### config.mk
export PLATFORM = sky130hd
export DESIGN_NAME = first_fit_free_list_allocator
export DESIGN_NICKNAME = d
export VERILOG_FILES = /design/src/hdl/ffa_pkg.sv /design/src/hdl/ffa_datapath.sv /design/src/hdl/ffa_ctrl.sv /design/src/hdl/first_fit_free_list_allocator.sv
export VERILOG_INCLUDE_DIRS = /design/src /design/src/hdl
export SDC_FILE = /design/constraint.sdc
export NUM_CORES = 2
export LEC_CHECK = 0
export BUFFER_PORTS_ARGS = -buffer_cell sky130_fd_sc_hd__buf_2
export CORE_UTILIZATION = 38
export CTS_CLUSTER_DIAMETER = 60
export DETAILED_ROUTE_END_ITERATION = 10
export PLACE_DENSITY_LB_ADDON = 0.05
export SYNTH_ARGS = -nofsm -noshare
export SYNTH_HDL_FRONTEND = slang
export SYNTH_HIERARCHICAL = 1
export SYNTH_SLANG_ARGS = --single-unit
### constraint.sdc
create_clock -name clk_i -period 6.4 [get_ports clk_i]
set_input_delay 0.64 -clock clk_i [delete_from_list [all_inputs] [get_ports clk_i]]
set_output_delay 0.64 -clock clk_i [all_outputs]
set_load 0.02 [all_outputs]
### src/hdl/first_fit_free_list_allocator_assert.svh
// ---------------------------------------------------------------------------
// First-fit free-list allocator assertion macros
// Concurrent check macros shared by the allocator RTL; empty for synthesis.
// ---------------------------------------------------------------------------
`ifndef FIRST_FIT_FREE_LIST_ALLOCATOR_ASSERT_SVH
`define FIRST_FIT_FREE_LIST_ALLOCATOR_ASSERT_SVH

`ifndef SYNTHESIS

// same-cycle implication
`define FFA_ASSERT_IMPL(lbl, clk, rstn, ante, cons, msg) \
  lbl: assert property (@(posedge clk) disable iff (!(rstn)) (ante) |-> (cons)) \
    else $error(msg);

// next-cycle implication
`define FFA_ASSERT_NEXT(lbl, clk, rstn, ante, cons, msg) \
  lbl: assert property (@(posedge clk) disable iff (!(rstn)) (ante) |=> (cons)) \
    else $error(msg);

`else

`define FFA_ASSERT_IMPL(lbl, clk, rstn, ante, cons, msg)
`define FFA_ASSERT_NEXT(lbl, clk, rstn, ante, cons, msg)

`endif

`endif

### src/hdl/ffa_pkg.sv
// ---------------------------------------------------------------------------
// First-fit free-list allocator package
// Shared codes, reset values and the controller-to-datapath command type.
// ---------------------------------------------------------------------------
package ffa_pkg;

  // request kinds
  localparam logic FUNC_ALLOC = 1'b0;
  localparam logic FUNC_FREE  = 1'b1;

  // result status codes
  localparam logic [1:0] STATUS_OK           = 2'd0;
  localparam logic [1:0] STATUS_OUT_OF_SPACE = 2'd1;
  localparam logic [1:0] STATUS_LIST_FULL    = 2'd2;

  // configuration map
  localparam int unsigned APB_ADDR_W      = 3;
  localparam logic        REG_HEAP_SIZE   = 1'b0;   // word index of heap_size
  localparam logic [31:0] HEAP_SIZE_RESET = 32'd65536;

  // controller commands to the datapath
  typedef struct packed {
    logic load;     // capture the accepted request word
    logic scan;     // register first-fit compare and bump check
    logic commit;   // update list and bump pointer, emit result
  } cmd_t;

endpackage

### src/hdl/ffa_datapath.sv
// ---------------------------------------------------------------------------
// First-fit free-list allocator datapath
// Free-list register array, parallel first-fit compare, update and shift.
// ---------------------------------------------------------------------------
`include "first_fit_free_list_allocator_assert.svh"

module ffa_datapath #(
  parameter int unsigned FREE_ENTRIES = 16,
  parameter int unsigned OFFSET_BITS  = 32
) (
  input  logic            clk_i,
  input  logic            rst_ni,
  input  ffa_pkg::cmd_t   cmd_i,
  input  logic            in_func_i,
  input  logic [31:0]     in_size_i,
  input  logic [31:0]     in_offs_i,
  input  logic [31:0]     heap_size_i,
  output logic [31:0]     res_offset_o,
  output logic [1:0]      res_status_o
);

  localparam int unsigned N  = FREE_ENTRIES;
  localparam int unsigned W  = OFFSET_BITS;
  localparam int unsigned CW = $clog2(N + 1);
  localparam int unsigned BW = (W + 1 > 33) ? W + 1 : 33;

  // request word
  logic          func_q;
  logic [W-1:0]  size_q;
  logic [W-1:0]  offs_q;

  // free list and pointers
  logic [W-1:0]  base_q [N];
  logic [W-1:0]  len_q  [N];
  logic [CW-1:0] count_q;
  logic [W-1:0]  bump_q;

  // scan results
  logic [N-1:0]  first_q;
  logic          any_q;
  logic          exact_q;
  logic [W-1:0]  selb_q;
  logic [W-1:0]  sell_q;
  logic          fits_q;
  logic [W-1:0]  bump_sum_q;

  logic [N-1:0]  eq_vec;
  logic [N-1:0]  gt_vec;
  logic [N-1:0]  hit_vec;
  logic [N-1:0]  first_vec;
  logic [W-1:0]  selb;
  logic [W-1:0]  sell;
  logic [W:0]    bump_sum;
  logic [BW-1:0] heap_ext;
  logic [BW-1:0] cap;
  logic [BW-1:0] bound;
  logic          fits;

  logic [N-1:0]  ge_vec;
  logic [W-1:0]  new_len;
  logic [W-1:0]  carve;
  logic          full;
  logic          do_remove;
  logic          do_shrink;
  logic          do_bump;
  logic          do_append;
  logic [W-1:0]  res_w;

  // first-fit compare over all live entries
  always_comb begin
    selb = '0;
    sell = '0;
    for (int i = 0; i < N; i++) begin
      eq_vec[i] = (CW'(i) < count_q) && (len_q[i] == size_q);
      gt_vec[i] = (CW'(i) < count_q) && (len_q[i] > size_q);
    end
    hit_vec   = eq_vec | gt_vec;
    first_vec = hit_vec & (~hit_vec + N'(1));
    for (int i = 0; i < N; i++) begin
      if (first_vec[i]) begin
        selb = selb | base_q[i];
        sell = sell | len_q[i];
      end
    end
  end

  // bump bound is heap_size capped at the offset range
  always_comb begin
    bump_sum = {1'b0, bump_q} + {1'b0, size_q};
    heap_ext = BW'(heap_size_i);
    cap      = BW'(1) << W;
    bound    = (heap_ext > cap) ? cap : heap_ext;
    fits     = BW'(bump_sum) <= bound;
  end

  always_comb begin
    ge_vec    = ~(first_q - N'(1));
    new_len   = sell_q - size_q;
    carve     = selb_q + sell_q - size_q;
    full      = (count_q == CW'(N));
    do_remove = cmd_i.commit && (func_q == ffa_pkg::FUNC_ALLOC) && any_q && exact_q;
    do_shrink = cmd_i.commit && (func_q == ffa_pkg::FUNC_ALLOC) && any_q && !exact_q;
    do_bump   = cmd_i.commit && (func_q == ffa_pkg::FUNC_ALLOC) && !any_q && fits_q;
    do_append = cmd_i.commit && (func_q == ffa_pkg::FUNC_FREE) && !full;
  end

  always_comb begin
    res_w        = '0;
    res_status_o = ffa_pkg::STATUS_OK;
    if (func_q == ffa_pkg::FUNC_FREE) begin
      if (full) res_status_o = ffa_pkg::STATUS_LIST_FULL;
    end else if (any_q) begin
      res_w = exact_q ? selb_q : carve;
    end else if (fits_q) begin
      res_w = bump_q;
    end else begin
      res_status_o = ffa_pkg::STATUS_OUT_OF_SPACE;
    end
    res_offset_o = 32'(res_w);
  end

  always_ff @(posedge clk_i) begin
    if (cmd_i.load) begin
      func_q <= in_func_i;
      size_q <= W'(in_size_i);
      offs_q <= W'(in_offs_i);
    end
    if (cmd_i.scan) begin
      first_q    <= first_vec;
      any_q      <= |hit_vec;
      exact_q    <= |(first_vec & eq_vec);
      selb_q     <= selb;
      sell_q     <= sell;
      fits_q     <= fits;
      bump_sum_q <= bump_sum[W-1:0];
    end
    // close the gap left by a removed entry
    if (do_remove) begin
      for (int j = 0; j < N - 1; j++) begin
        if (ge_vec[j]) begin
          base_q[j] <= base_q[j+1];
          len_q[j]  <= len_q[j+1];
        end
      end
    end
    if (do_shrink) begin
      for (int j = 0; j < N; j++) begin
        if (first_q[j]) len_q[j] <= new_len;
      end
    end
    if (do_append) begin
      for (int j = 0; j < N; j++) begin
        if (count_q == CW'(j)) begin
          base_q[j] <= offs_q;
          len_q[j]  <= size_q;
        end
      end
    end
  end

  always_ff @(posedge clk_i or negedge rst_ni) begin
    if (!rst_ni) begin
      count_q <= '0;
      bump_q  <= '0;
    end else begin
      if (do_remove) count_q <= count_q - CW'(1);
      else if (do_append) count_q <= count_q + CW'(1);
      if (do_bump) bump_q <= bump_sum_q;
    end
  end

  `FFA_ASSERT_IMPL(a_count_bound, clk_i, rst_ni, 1'b1, count_q <= CW'(N),
    "free list count beyond capacity")
  `FFA_ASSERT_NEXT(a_append_grows, clk_i, rst_ni, do_append,
    count_q == $past(count_q) + CW'(1), "append did not grow the list")

endmodule

### src/hdl/ffa_ctrl.sv
// ---------------------------------------------------------------------------
// First-fit free-list allocator controller
// Sequences accept, scan and commit for one request at a time.
// ---------------------------------------------------------------------------
`include "first_fit_free_list_allocator_assert.svh"

module ffa_ctrl (
  input  logic          clk_i,
  input  logic          rst_ni,
  input  logic          in_valid_i,
  output logic          in_ready_o,
  input  logic          out_free_i,
  output ffa_pkg::cmd_t cmd_o
);

  localparam logic [1:0] S_IDLE   = 2'd0;
  localparam logic [1:0] S_SCAN   = 2'd1;
  localparam logic [1:0] S_COMMIT = 2'd2;

  logic [1:0] state_q;
  logic [1:0] state_d;

  always_comb begin
    in_ready_o   = (state_q == S_IDLE) || ((state_q == S_COMMIT) && out_free_i);
    cmd_o.load   = in_valid_i && in_ready_o;
    cmd_o.scan   = (state_q == S_SCAN);
    cmd_o.commit = (state_q == S_COMMIT) && out_free_i;
  end

  always_comb begin
    state_d = state_q;
    case (state_q)
      S_IDLE: begin
        if (cmd_o.load) state_d = S_SCAN;
      end
      S_SCAN: begin
        state_d = S_COMMIT;
      end
      S_COMMIT: begin
        // hold until the output word is free
        if (out_free_i) state_d = cmd_o.load ? S_SCAN : S_IDLE;
      end
      default: begin
        state_d = S_IDLE;
      end
    endcase
  end

  always_ff @(posedge clk_i or negedge rst_ni) begin
    if (!rst_ni) begin
      state_q <= S_IDLE;
    end else begin
      state_q <= state_d;
    end
  end

  `FFA_ASSERT_NEXT(a_load_scans, clk_i, rst_ni, cmd_o.load, state_q == S_SCAN,
    "accepted word not followed by scan")
  `FFA_ASSERT_NEXT(a_scan_commits, clk_i, rst_ni, cmd_o.scan, state_q == S_COMMIT,
    "scan not followed by commit")

endmodule

### src/hdl/first_fit_free_list_allocator.sv
// ---------------------------------------------------------------------------
// First-fit free-list allocator
// Offset allocator for one heap: first-fit free list with bump fallback.
// ---------------------------------------------------------------------------
//  port group  dir  word contents
//  s_axis      in   tuser[0] func, tdata[31:0] req_size, tdata[63:32] free_offset
//  m_axis      out  tdata[31:0] result_offset, tdata[33:32] status
//  apb         cfg  byte address 0: heap_size
//
//  Each request passes a scan state, which compares all free-list entries in
//  parallel and registers the first fit, then an update cycle, which changes the
//  list or the bump pointer. The next word is accepted in the update cycle.
//  Reset clears the entry count and the bump pointer; no clearing pass.
//  The update cycle stalls while the output word is held by m_axis_tready.
// ---------------------------------------------------------------------------
`include "first_fit_free_list_allocator_assert.svh"

module first_fit_free_list_allocator #(
  parameter int unsigned FREE_ENTRIES = 16,
  parameter int unsigned OFFSET_BITS  = 32
) (
  input  logic                          clk_i,
  input  logic                          rst_ni,
  input  logic                          s_axis_tvalid,
  output logic                          s_axis_tready,
  input  logic [63:0]                   s_axis_tdata,  // req_size, free_offset
  input  logic [0:0]                    s_axis_tuser,  // func
  output logic                          m_axis_tvalid,
  input  logic                          m_axis_tready,
  output logic [39:0]                   m_axis_tdata,  // result_offset, status
  input  logic                          psel,
  input  logic                          penable,
  input  logic                          pwrite,
  input  logic [ffa_pkg::APB_ADDR_W-1:0] paddr,
  input  logic [31:0]                   pwdata,
  output logic [31:0]                   prdata,
  output logic                          pready
);

  ffa_pkg::cmd_t cmd;
  logic          out_free;
  logic [31:0]   heap_q;
  logic [31:0]   res_offset;
  logic [1:0]    res_status;
  logic          m_valid_q;
  logic [39:0]   m_data_q;

  // configuration
  assign pready = 1'b1;
  assign prdata = (paddr[2] == ffa_pkg::REG_HEAP_SIZE) ? heap_q : 32'd0;

  always_ff @(posedge clk_i or negedge rst_ni) begin
    if (!rst_ni) begin
      heap_q <= ffa_pkg::HEAP_SIZE_RESET;
    end else if (psel && penable && pwrite && pready &&
                 (paddr[2] == ffa_pkg::REG_HEAP_SIZE)) begin
      heap_q <= pwdata;
    end
  end

  assign out_free = !m_valid_q || m_axis_tready;

  ffa_ctrl u_ctrl (
    .clk_i      (clk_i),
    .rst_ni     (rst_ni),
    .in_valid_i (s_axis_tvalid),
    .in_ready_o (s_axis_tready),
    .out_free_i (out_free),
    .cmd_o      (cmd)
  );

  ffa_datapath #(
    .FREE_ENTRIES (FREE_ENTRIES),
    .OFFSET_BITS  (OFFSET_BITS)
  ) u_datapath (
    .clk_i        (clk_i),
    .rst_ni       (rst_ni),
    .cmd_i        (cmd),
    .in_func_i    (s_axis_tuser[0]),
    .in_size_i    (s_axis_tdata[31:0]),
    .in_offs_i    (s_axis_tdata[63:32]),
    .heap_size_i  (heap_q),
    .res_offset_o (res_offset),
    .res_status_o (res_status)
  );

  // output word register
  always_ff @(posedge clk_i or negedge rst_ni) begin
    if (!rst_ni) begin
      m_valid_q <= 1'b0;
    end else if (cmd.commit) begin
      m_valid_q <= 1'b1;
    end else if (m_axis_tready) begin
      m_valid_q <= 1'b0;
    end
  end

  always_ff @(posedge clk_i) begin
    if (cmd.commit) m_data_q <= {6'd0, res_status, res_offset};
  end

  assign m_axis_tvalid = m_valid_q;
  assign m_axis_tdata  = m_data_q;

  `FFA_ASSERT_IMPL(a_commit_slot, clk_i, rst_ni, cmd.commit,
    !m_valid_q || m_axis_tready, "result written over an unread word")

endmodule

======== After elaboration in Yosys (flattened, before gate mapping) ========
Memory sizes are Yosys's and may differ from the RTL's.
Cells that the tools add are included.
word-level totals
  logic and storage cells ................. 478
  bits in registers ....................... 286
  memory bits (writable) .................. 1024
  memories ................................ 2
cells by class
  reductions and logical operators ........ 59
  equal/unequal tests ..................... 36
  multiplexer cells ....................... 239
  $add $sub $neg .......................... 8
  bitwise gates (word level) .............. 83
  $lt $le $gt $ge ......................... 34
memory list
  memory             words  width  read ports  clocked after memory_dff  wr ports  RTL line            text
  u_datapath.base_q  16     32     16          0                         15        ffa_datapath.sv:33  logic [W-1:0] base_q [N];
  u_datapath.len_q   16     32     16          0                         16        ffa_datapath.sv:34  logic [W-1:0] len_q [N];
operators by type and width
  cell                     count
  $mux W32                 83
  $or A32 B32 Y32          30
  $eq A32 B32 Y1           16
  $gt A32 B32 Y1           16
  $mux W1                  146
  $sub A32 B32 Y32         2
  $or A1 B1 Y1             46
  $logic_and A1 B1 Y1      45
  $eq A5 B4 Y1 const B     8
  $lt A4 B5 Y1 const A     8
  $add A32 B32 Y33         1
  $gt A32 B33 Y1 const B   1
  $le A33 B33 Y1           1
  $mux W33                 1
  $add A32 B32 Y32         1
  $and A16 B16 Y16         2
  $reduce_or A16 Y1        2
  $reduce_or A32 Y1        1
  $eq A5 B3 Y1 const B     4
  $lt A3 B5 Y1 const A     4
  $add A16 B1 Y16 const B  1
  $not A16 Y16             1
  $or A16 B16 Y16          1
  $not A15 Y15             1
  22 further kinds         37

======== Depth between registers and ports, before layout ========
An unclocked memory read counts as a cell.
  depth after elaboration ................. 38
  depth in mapped cells ................... 21
  depth with buffers taken out ............ 21

======== Modules after synthesis ========
The synthesis kept the hierarchy.
by module, submodules not included
  module                         cells an instance  instances  area an instance (µm²)
  ffa_datapath                   8240               1          79409.9
  first_fit_free_list_allocator  149                1          2662.6
  ffa_ctrl                       11                 1          116.4

======== Worst setup path after synthesis ========
Ideal clock, no wire load.
  kind .................................... input to register
  start point ............................. in m_axis_tready
  end point ............................... reg u_datapath.func_q, enable pin
  library setup time ...................... 0.581 ns
  slack ................................... 0.209 ns
  path buffers ............................ 0
  data arrival time ....................... 5.610 ns
  stages on the path ...................... 3
  path through ............................ nand2b_1 -> nor2b_4 -> nor3b_1
RTL lines
  item                  RTL line                             text
  from (decl)           first_fit_free_list_allocator.sv:29  input logic m_axis_tready,
  to (signal assigned)  ffa_datapath.sv:124                  func_q <= in_func_i;
  to (decl)             ffa_datapath.sv:28                   logic func_q;

======== Worst setup path in the final report ========
  start point ............................. reg u_datapath.size_q[10]
  end point ............................... reg u_datapath.sell_q[10], data pin
between the ends
  word-level cells in the longest chain between the ends .. 37
  elaborated cells between the ends (all ways) .. 99
ends and longest elaborated chain
  item                                                     RTL line                                text
  from (decl)                                              ffa_datapath.sv:29                      logic [W-1:0] size_q;
  from (signal assigned)                                   ffa_datapath.sv:125                     size_q <= W'(in_size_i);
  $gt A32 B32 Y1 / $eq A32 B32 Y1 (equally long branches)  ffa_datapath.sv:75, ffa_datapath.sv:74
  $logic_and A1 B1 Y1, on equally long branches            ffa_datapath.sv:75, ffa_datapath.sv:74
  $or A16 B16 Y16 *                                        ffa_datapath.sv:77                      hit_vec = eq_vec | gt_vec;
  $not A16 Y16                                             ffa_datapath.sv:78                      first_vec = hit_vec & (~hit_vec + N'(1));
  $add A16 B1 Y16                                          ffa_datapath.sv:78
  $and A16 B16 Y16 *                                       ffa_datapath.sv:78
  $mux W32                                                 ffa_datapath.sv:80                      if (first_vec[i]) begin
  $or A32 B32 Y32                                          ffa_datapath.sv:82                      sell = sell | len_q[i];
  (+22 left out)                                           -
  $mux W32                                                 ffa_datapath.sv:80
  $or A32 B32 Y32                                          ffa_datapath.sv:82
  $mux W32                                                 ffa_datapath.sv:80
  $or A32 B32 Y32                                          ffa_datapath.sv:82
  $mux W32                                                 ffa_datapath.sv:80
  $or A32 B32 Y32                                          ffa_datapath.sv:82
  $mux W32 *                                               ffa_datapath.sv:80
  via u_datapath.sell[10]                                  ffa_datapath.sv:52                      logic [W-1:0] sell;
  to (signal assigned)                                     ffa_datapath.sv:133                     sell_q <= sell;
  to (decl)                                                ffa_datapath.sv:43                      logic [W-1:0] sell_q;
Mark *: on every way through the listed nets, which the timed path passes. The rest lies on a longest branch.
A chain may end at the register's enable or synchronous reset.

==> results.ini <==
[status]
status=complete, no violations

[worst_setup_path]
arrival_ns=6.49
crit_top_cell=buf_4
crit_path_start_kind=flip-flop
critical_path_buf_inv_count=5
crit_path_max_incr_delay_ns=0.94
worst_path_max_delay_cell=o21ai_0
crit_family=compound AO/OA/AOI/OAI gates
crit_fanout=25
required_ns=6.96
crit_chain=buf_4 > inv_1 > buf_4 > ha_1 > nand2_1 > o21ai_0 > a22oi_1 > o211ai_1 > a31oi_1 > o211a_1 > nand4_4 > buf_4 > buf_4 > o22ai_1 > a2111oi_0 > nand2_1
crit_type=reg -> reg
end_kind=flip-flop

[sta]
setup_viol=0
finalCritPeriodShare_pct=92.65
relSlewSlack_pct=5.232
finalHoldViolCount=0
tightest_slew_ns=1.422
fin_skew_ns=0.04333
slew_viol_final=0
post-route-min-period_ns=5.930
rsz0062_at_grt=no
fin_setup_tns_ns=0
clock.fmax_mhz=168.6

[grt]
grt_pass1_wl_um=544200
grt_pass1_vias=69040
antenna_found_initial=30
grt_max_degree=130
track_usage_pct=35.36
overflow=0

[floorplan]
die_area_um2=218200
core-area_um2=214800
initial_core_util_pct=38.26
die_x_um=467.1
die_h_um=467.1
io_pins=182
rows=170

[route]
drt-initial-drc-count=9727
num_vias=73740
first_pass_iters=6
drc=0
drt-total-wl_um=395500
viasPerCell=6.364
final_antenna_net_count=0
wl_per_cell_um=34.13

[placed_design]
routabilityCongestion=0.9789
io_buffer_count=172
placed_cell_area_um2=87620
hpwlAfterDp_um=267400

[power_and_ir_drop]
max-vdd-ir-drop_mv=0.2726
p_per_area_nw_per_um2=346.8
p_leak_nw=37.77

[logic_synthesis]
syn_area_per_cell_um2=9.784
ys_warn_count=6
synth_edf_count=1238
synth_cells=8400
ys_seq_area_share_pct=47.43
synth.distinct_cells=89
syn_area_um2=82190
async_reset_ff_share_pct=5.496
ys_ff_latch=1310
synthFlopType=edfxtp_1

[cts]
cts_resized=0
htreeDepth=4
insertion_delay_ns=0.86
cts_buffers=180
clk_pin_slew_ns=0.06
cts_tree=yes
clockBufferDepth=3
root_buffer=clkbuf_16
numClockSinks=1310

[final_layout]
fillCellCount=20590
post-route-util_pct=44.03
drive_gt1_share_pct=12.33
final_cell_area_um2=94600
final_nets=9372
syn2layout_area_growth_pct=15.10

[min_path]
min-delay-path-class=in -> reg

[job]
maxCapViolations=0

[synthesized netlist by cell type (36+ instances only)]
master	number	area, um^2
a211oi_1	108	810.8
buf_1	44	165.2
nor3_1	180	900.9
a21oi_1	377	1887
o221ai_1	87	762.0
ha_1	644	8058
nand2_1	1548	5811
edfxtp_1	1238	37180
mux2_2	133	1498
nor2_1	284	1066
a2111oi_0	71	621.9
inv_1	559	2098
dfrtp_1	71	1777
a221oi_1	156	1366
nor4_1	90	563.0
a21o_1	90	675.7
and4_1	91	797.0
nand4_1	156	975.9
and3_1	98	613.1
o22ai_1	76	475.5
nand3_1	100	500.5
xnor2_1	58	508.0
clkbuf_1	530	1989
o21ai_0	660	3303
nor2b_1	58	362.9
nand2b_1	36	225.2
a22oi_1	380	2853
[timing repair]
action / in CTS / in global routing
setup buffers: 0 / 0
hold buffers: 91 / 1
hold endpoints to repair: 114 / 1
[kinds of logic (layout without fill, tap and decap cells)]
group           Yosys count  count (layout)  synth area share [%]
other cells               2              19              0.009137
buf+inv                1173            1505                 5.461
flops                  1310            1310                 47.43
simple gates           2732            2732                 15.26
xor+xnor                 85              85                0.9058
fa+ha+maj               677             677                 10.61
mux                     177             177                 2.542
compound gates         2244            2244                 17.79
[worst paths after layout]
kind / cells after the start / slack (ns) / endpoint / start
worst max-delay path: 16 / 0.47 / u_datapath/sell_q[10]$_DFFE_PP_ / u_datapath/size_q[10]$_DFFE_PP_
worst min-delay path: 1 / 0.04 / u_datapath/size_q[28]$_DFFE_PP_ / s_axis_tdata[28]
worst max register to register: 16 / 0.47 / u_datapath/sell_q[10]$_DFFE_PP_ / u_datapath/size_q[10]$_DFFE_PP_
worst min register to register: 1 / 0.45 / u_datapath/bump_q[2]$_DFFE_PN0P_ / u_datapath/bump_sum_q[2]$_DFFE_PP_
max in group asynchronous: 3 / 4.94 / u_datapath/count_q[4]$_DFFE_PN0P_ / rst_ni
min in group asynchronous: 2 / 0.25 / heap_q[24]$_DFFE_PN0P_ / rst_ni
[final cells by class]
cell class	count	area [um^2]	share of cell area (%)
clock buffer	226	4808	5.083
timing repair buffer	610	4682	4.949
clock inverter	105	1214	1.283
sequential	1310	38980	41.21
tap	2838	3551	3.754
multi-input combinational	5922	39210	41.45
antenna	12	30.03	0.03174
inverter	564	2121	2.242
[routing by layer]
layer / GRT usage (%) / share of wire, %
met5: 0 / 0.11
met4: 18.63 / 5.9
met2: 52.00 / 42
met3: 10.08 / 11
met1: 46.94 / 40
[worst register-to-register path: stages, from the launching register on]
cell       delay (ns)
edfxtp_1         0.35
buf_4            0.23
inv_1            0.42
buf_4            0.37
ha_1             0.18
nand2_1          0.13
o21ai_0          0.94
a22oi_1          0.21
o211ai_1         0.45
a31oi_1          0.33
o211a_1          0.29
nand4_4          0.23
buf_4            0.41
buf_4            0.42
o22ai_1          0.13
a2111oi_0        0.38
nand2_1          0.16
[cell usage in the layout, fill, tap and decap left out, drive strengths merged, types with 75 or more instances in the layout]
| master | Yosys | final |
|---|---|---|
| nand2 | 1548 | 1548 |
| edfxtp | 1238 | 1238 |
| o21ai | 691 | 691 |
| ha | 644 | 644 |
| inv | 559 | 571 |
| buf | 79 | 518 |
| a22oi | 380 | 380 |
| a21oi | 377 | 377 |
| nor2 | 284 | 284 |
| clkbuf | 530 | 226 |
| nor3 | 182 | 182 |
| mux2 | 164 | 164 |
| nand4 | 157 | 157 |
| a221oi | 156 | 156 |
| a211oi | 108 | 108 |
| nand3 | 100 | 100 |
| and3 | 98 | 98 |
| dlygate4sd3 | 0 | 92 |
| nor4 | 92 | 92 |
| and4 | 91 | 91 |
| a21o | 90 | 90 |
| o221ai | 87 | 87 |
| o22ai | 76 | 76 |
| clkinv | 5 | 75 |
[sequential cells by signal, indices dropped and copies added (netlist names), 16 cells and up]
| name | flops |
|---|---|
| u_datapath/base_q | 512 |
| u_datapath/len_q | 512 |
| m_axis_tdata | 34 |
| heap_q | 32 |
| u_datapath/bump_q | 32 |
| u_datapath/bump_sum_q | 32 |
| u_datapath/offs_q | 32 |
| u_datapath/selb_q | 32 |
| u_datapath/sell_q | 32 |
| u_datapath/size_q | 32 |
| u_datapath/first_q | 16 |
[through the flow]
step	power [W]	setup WS (ns)	hold slack, ns	std cells
6_report	0.03280	0.4702	0.03787	11590
5_1_grt	0.03395	0.4266	0.004585	11580
4_1_cts	0.03256	0.8172	0.0002795	11570
3_5_place_dp	0.02213	0.8436	0.4620	11150
3_3_place_gp	0.02200	0.8358	0.4558	11150
2_1_floorplan	0.01737	0.2088	0.3444	8405
[power breakdown]
part	internal, W	leakage [nW]	switching [W]
registers	0.0105	12.2	0.000808
logic	0.00356	22.7	0.00762
clock network	0.00602	2.92	0.00433
Power figures use the tool's default switching activity.
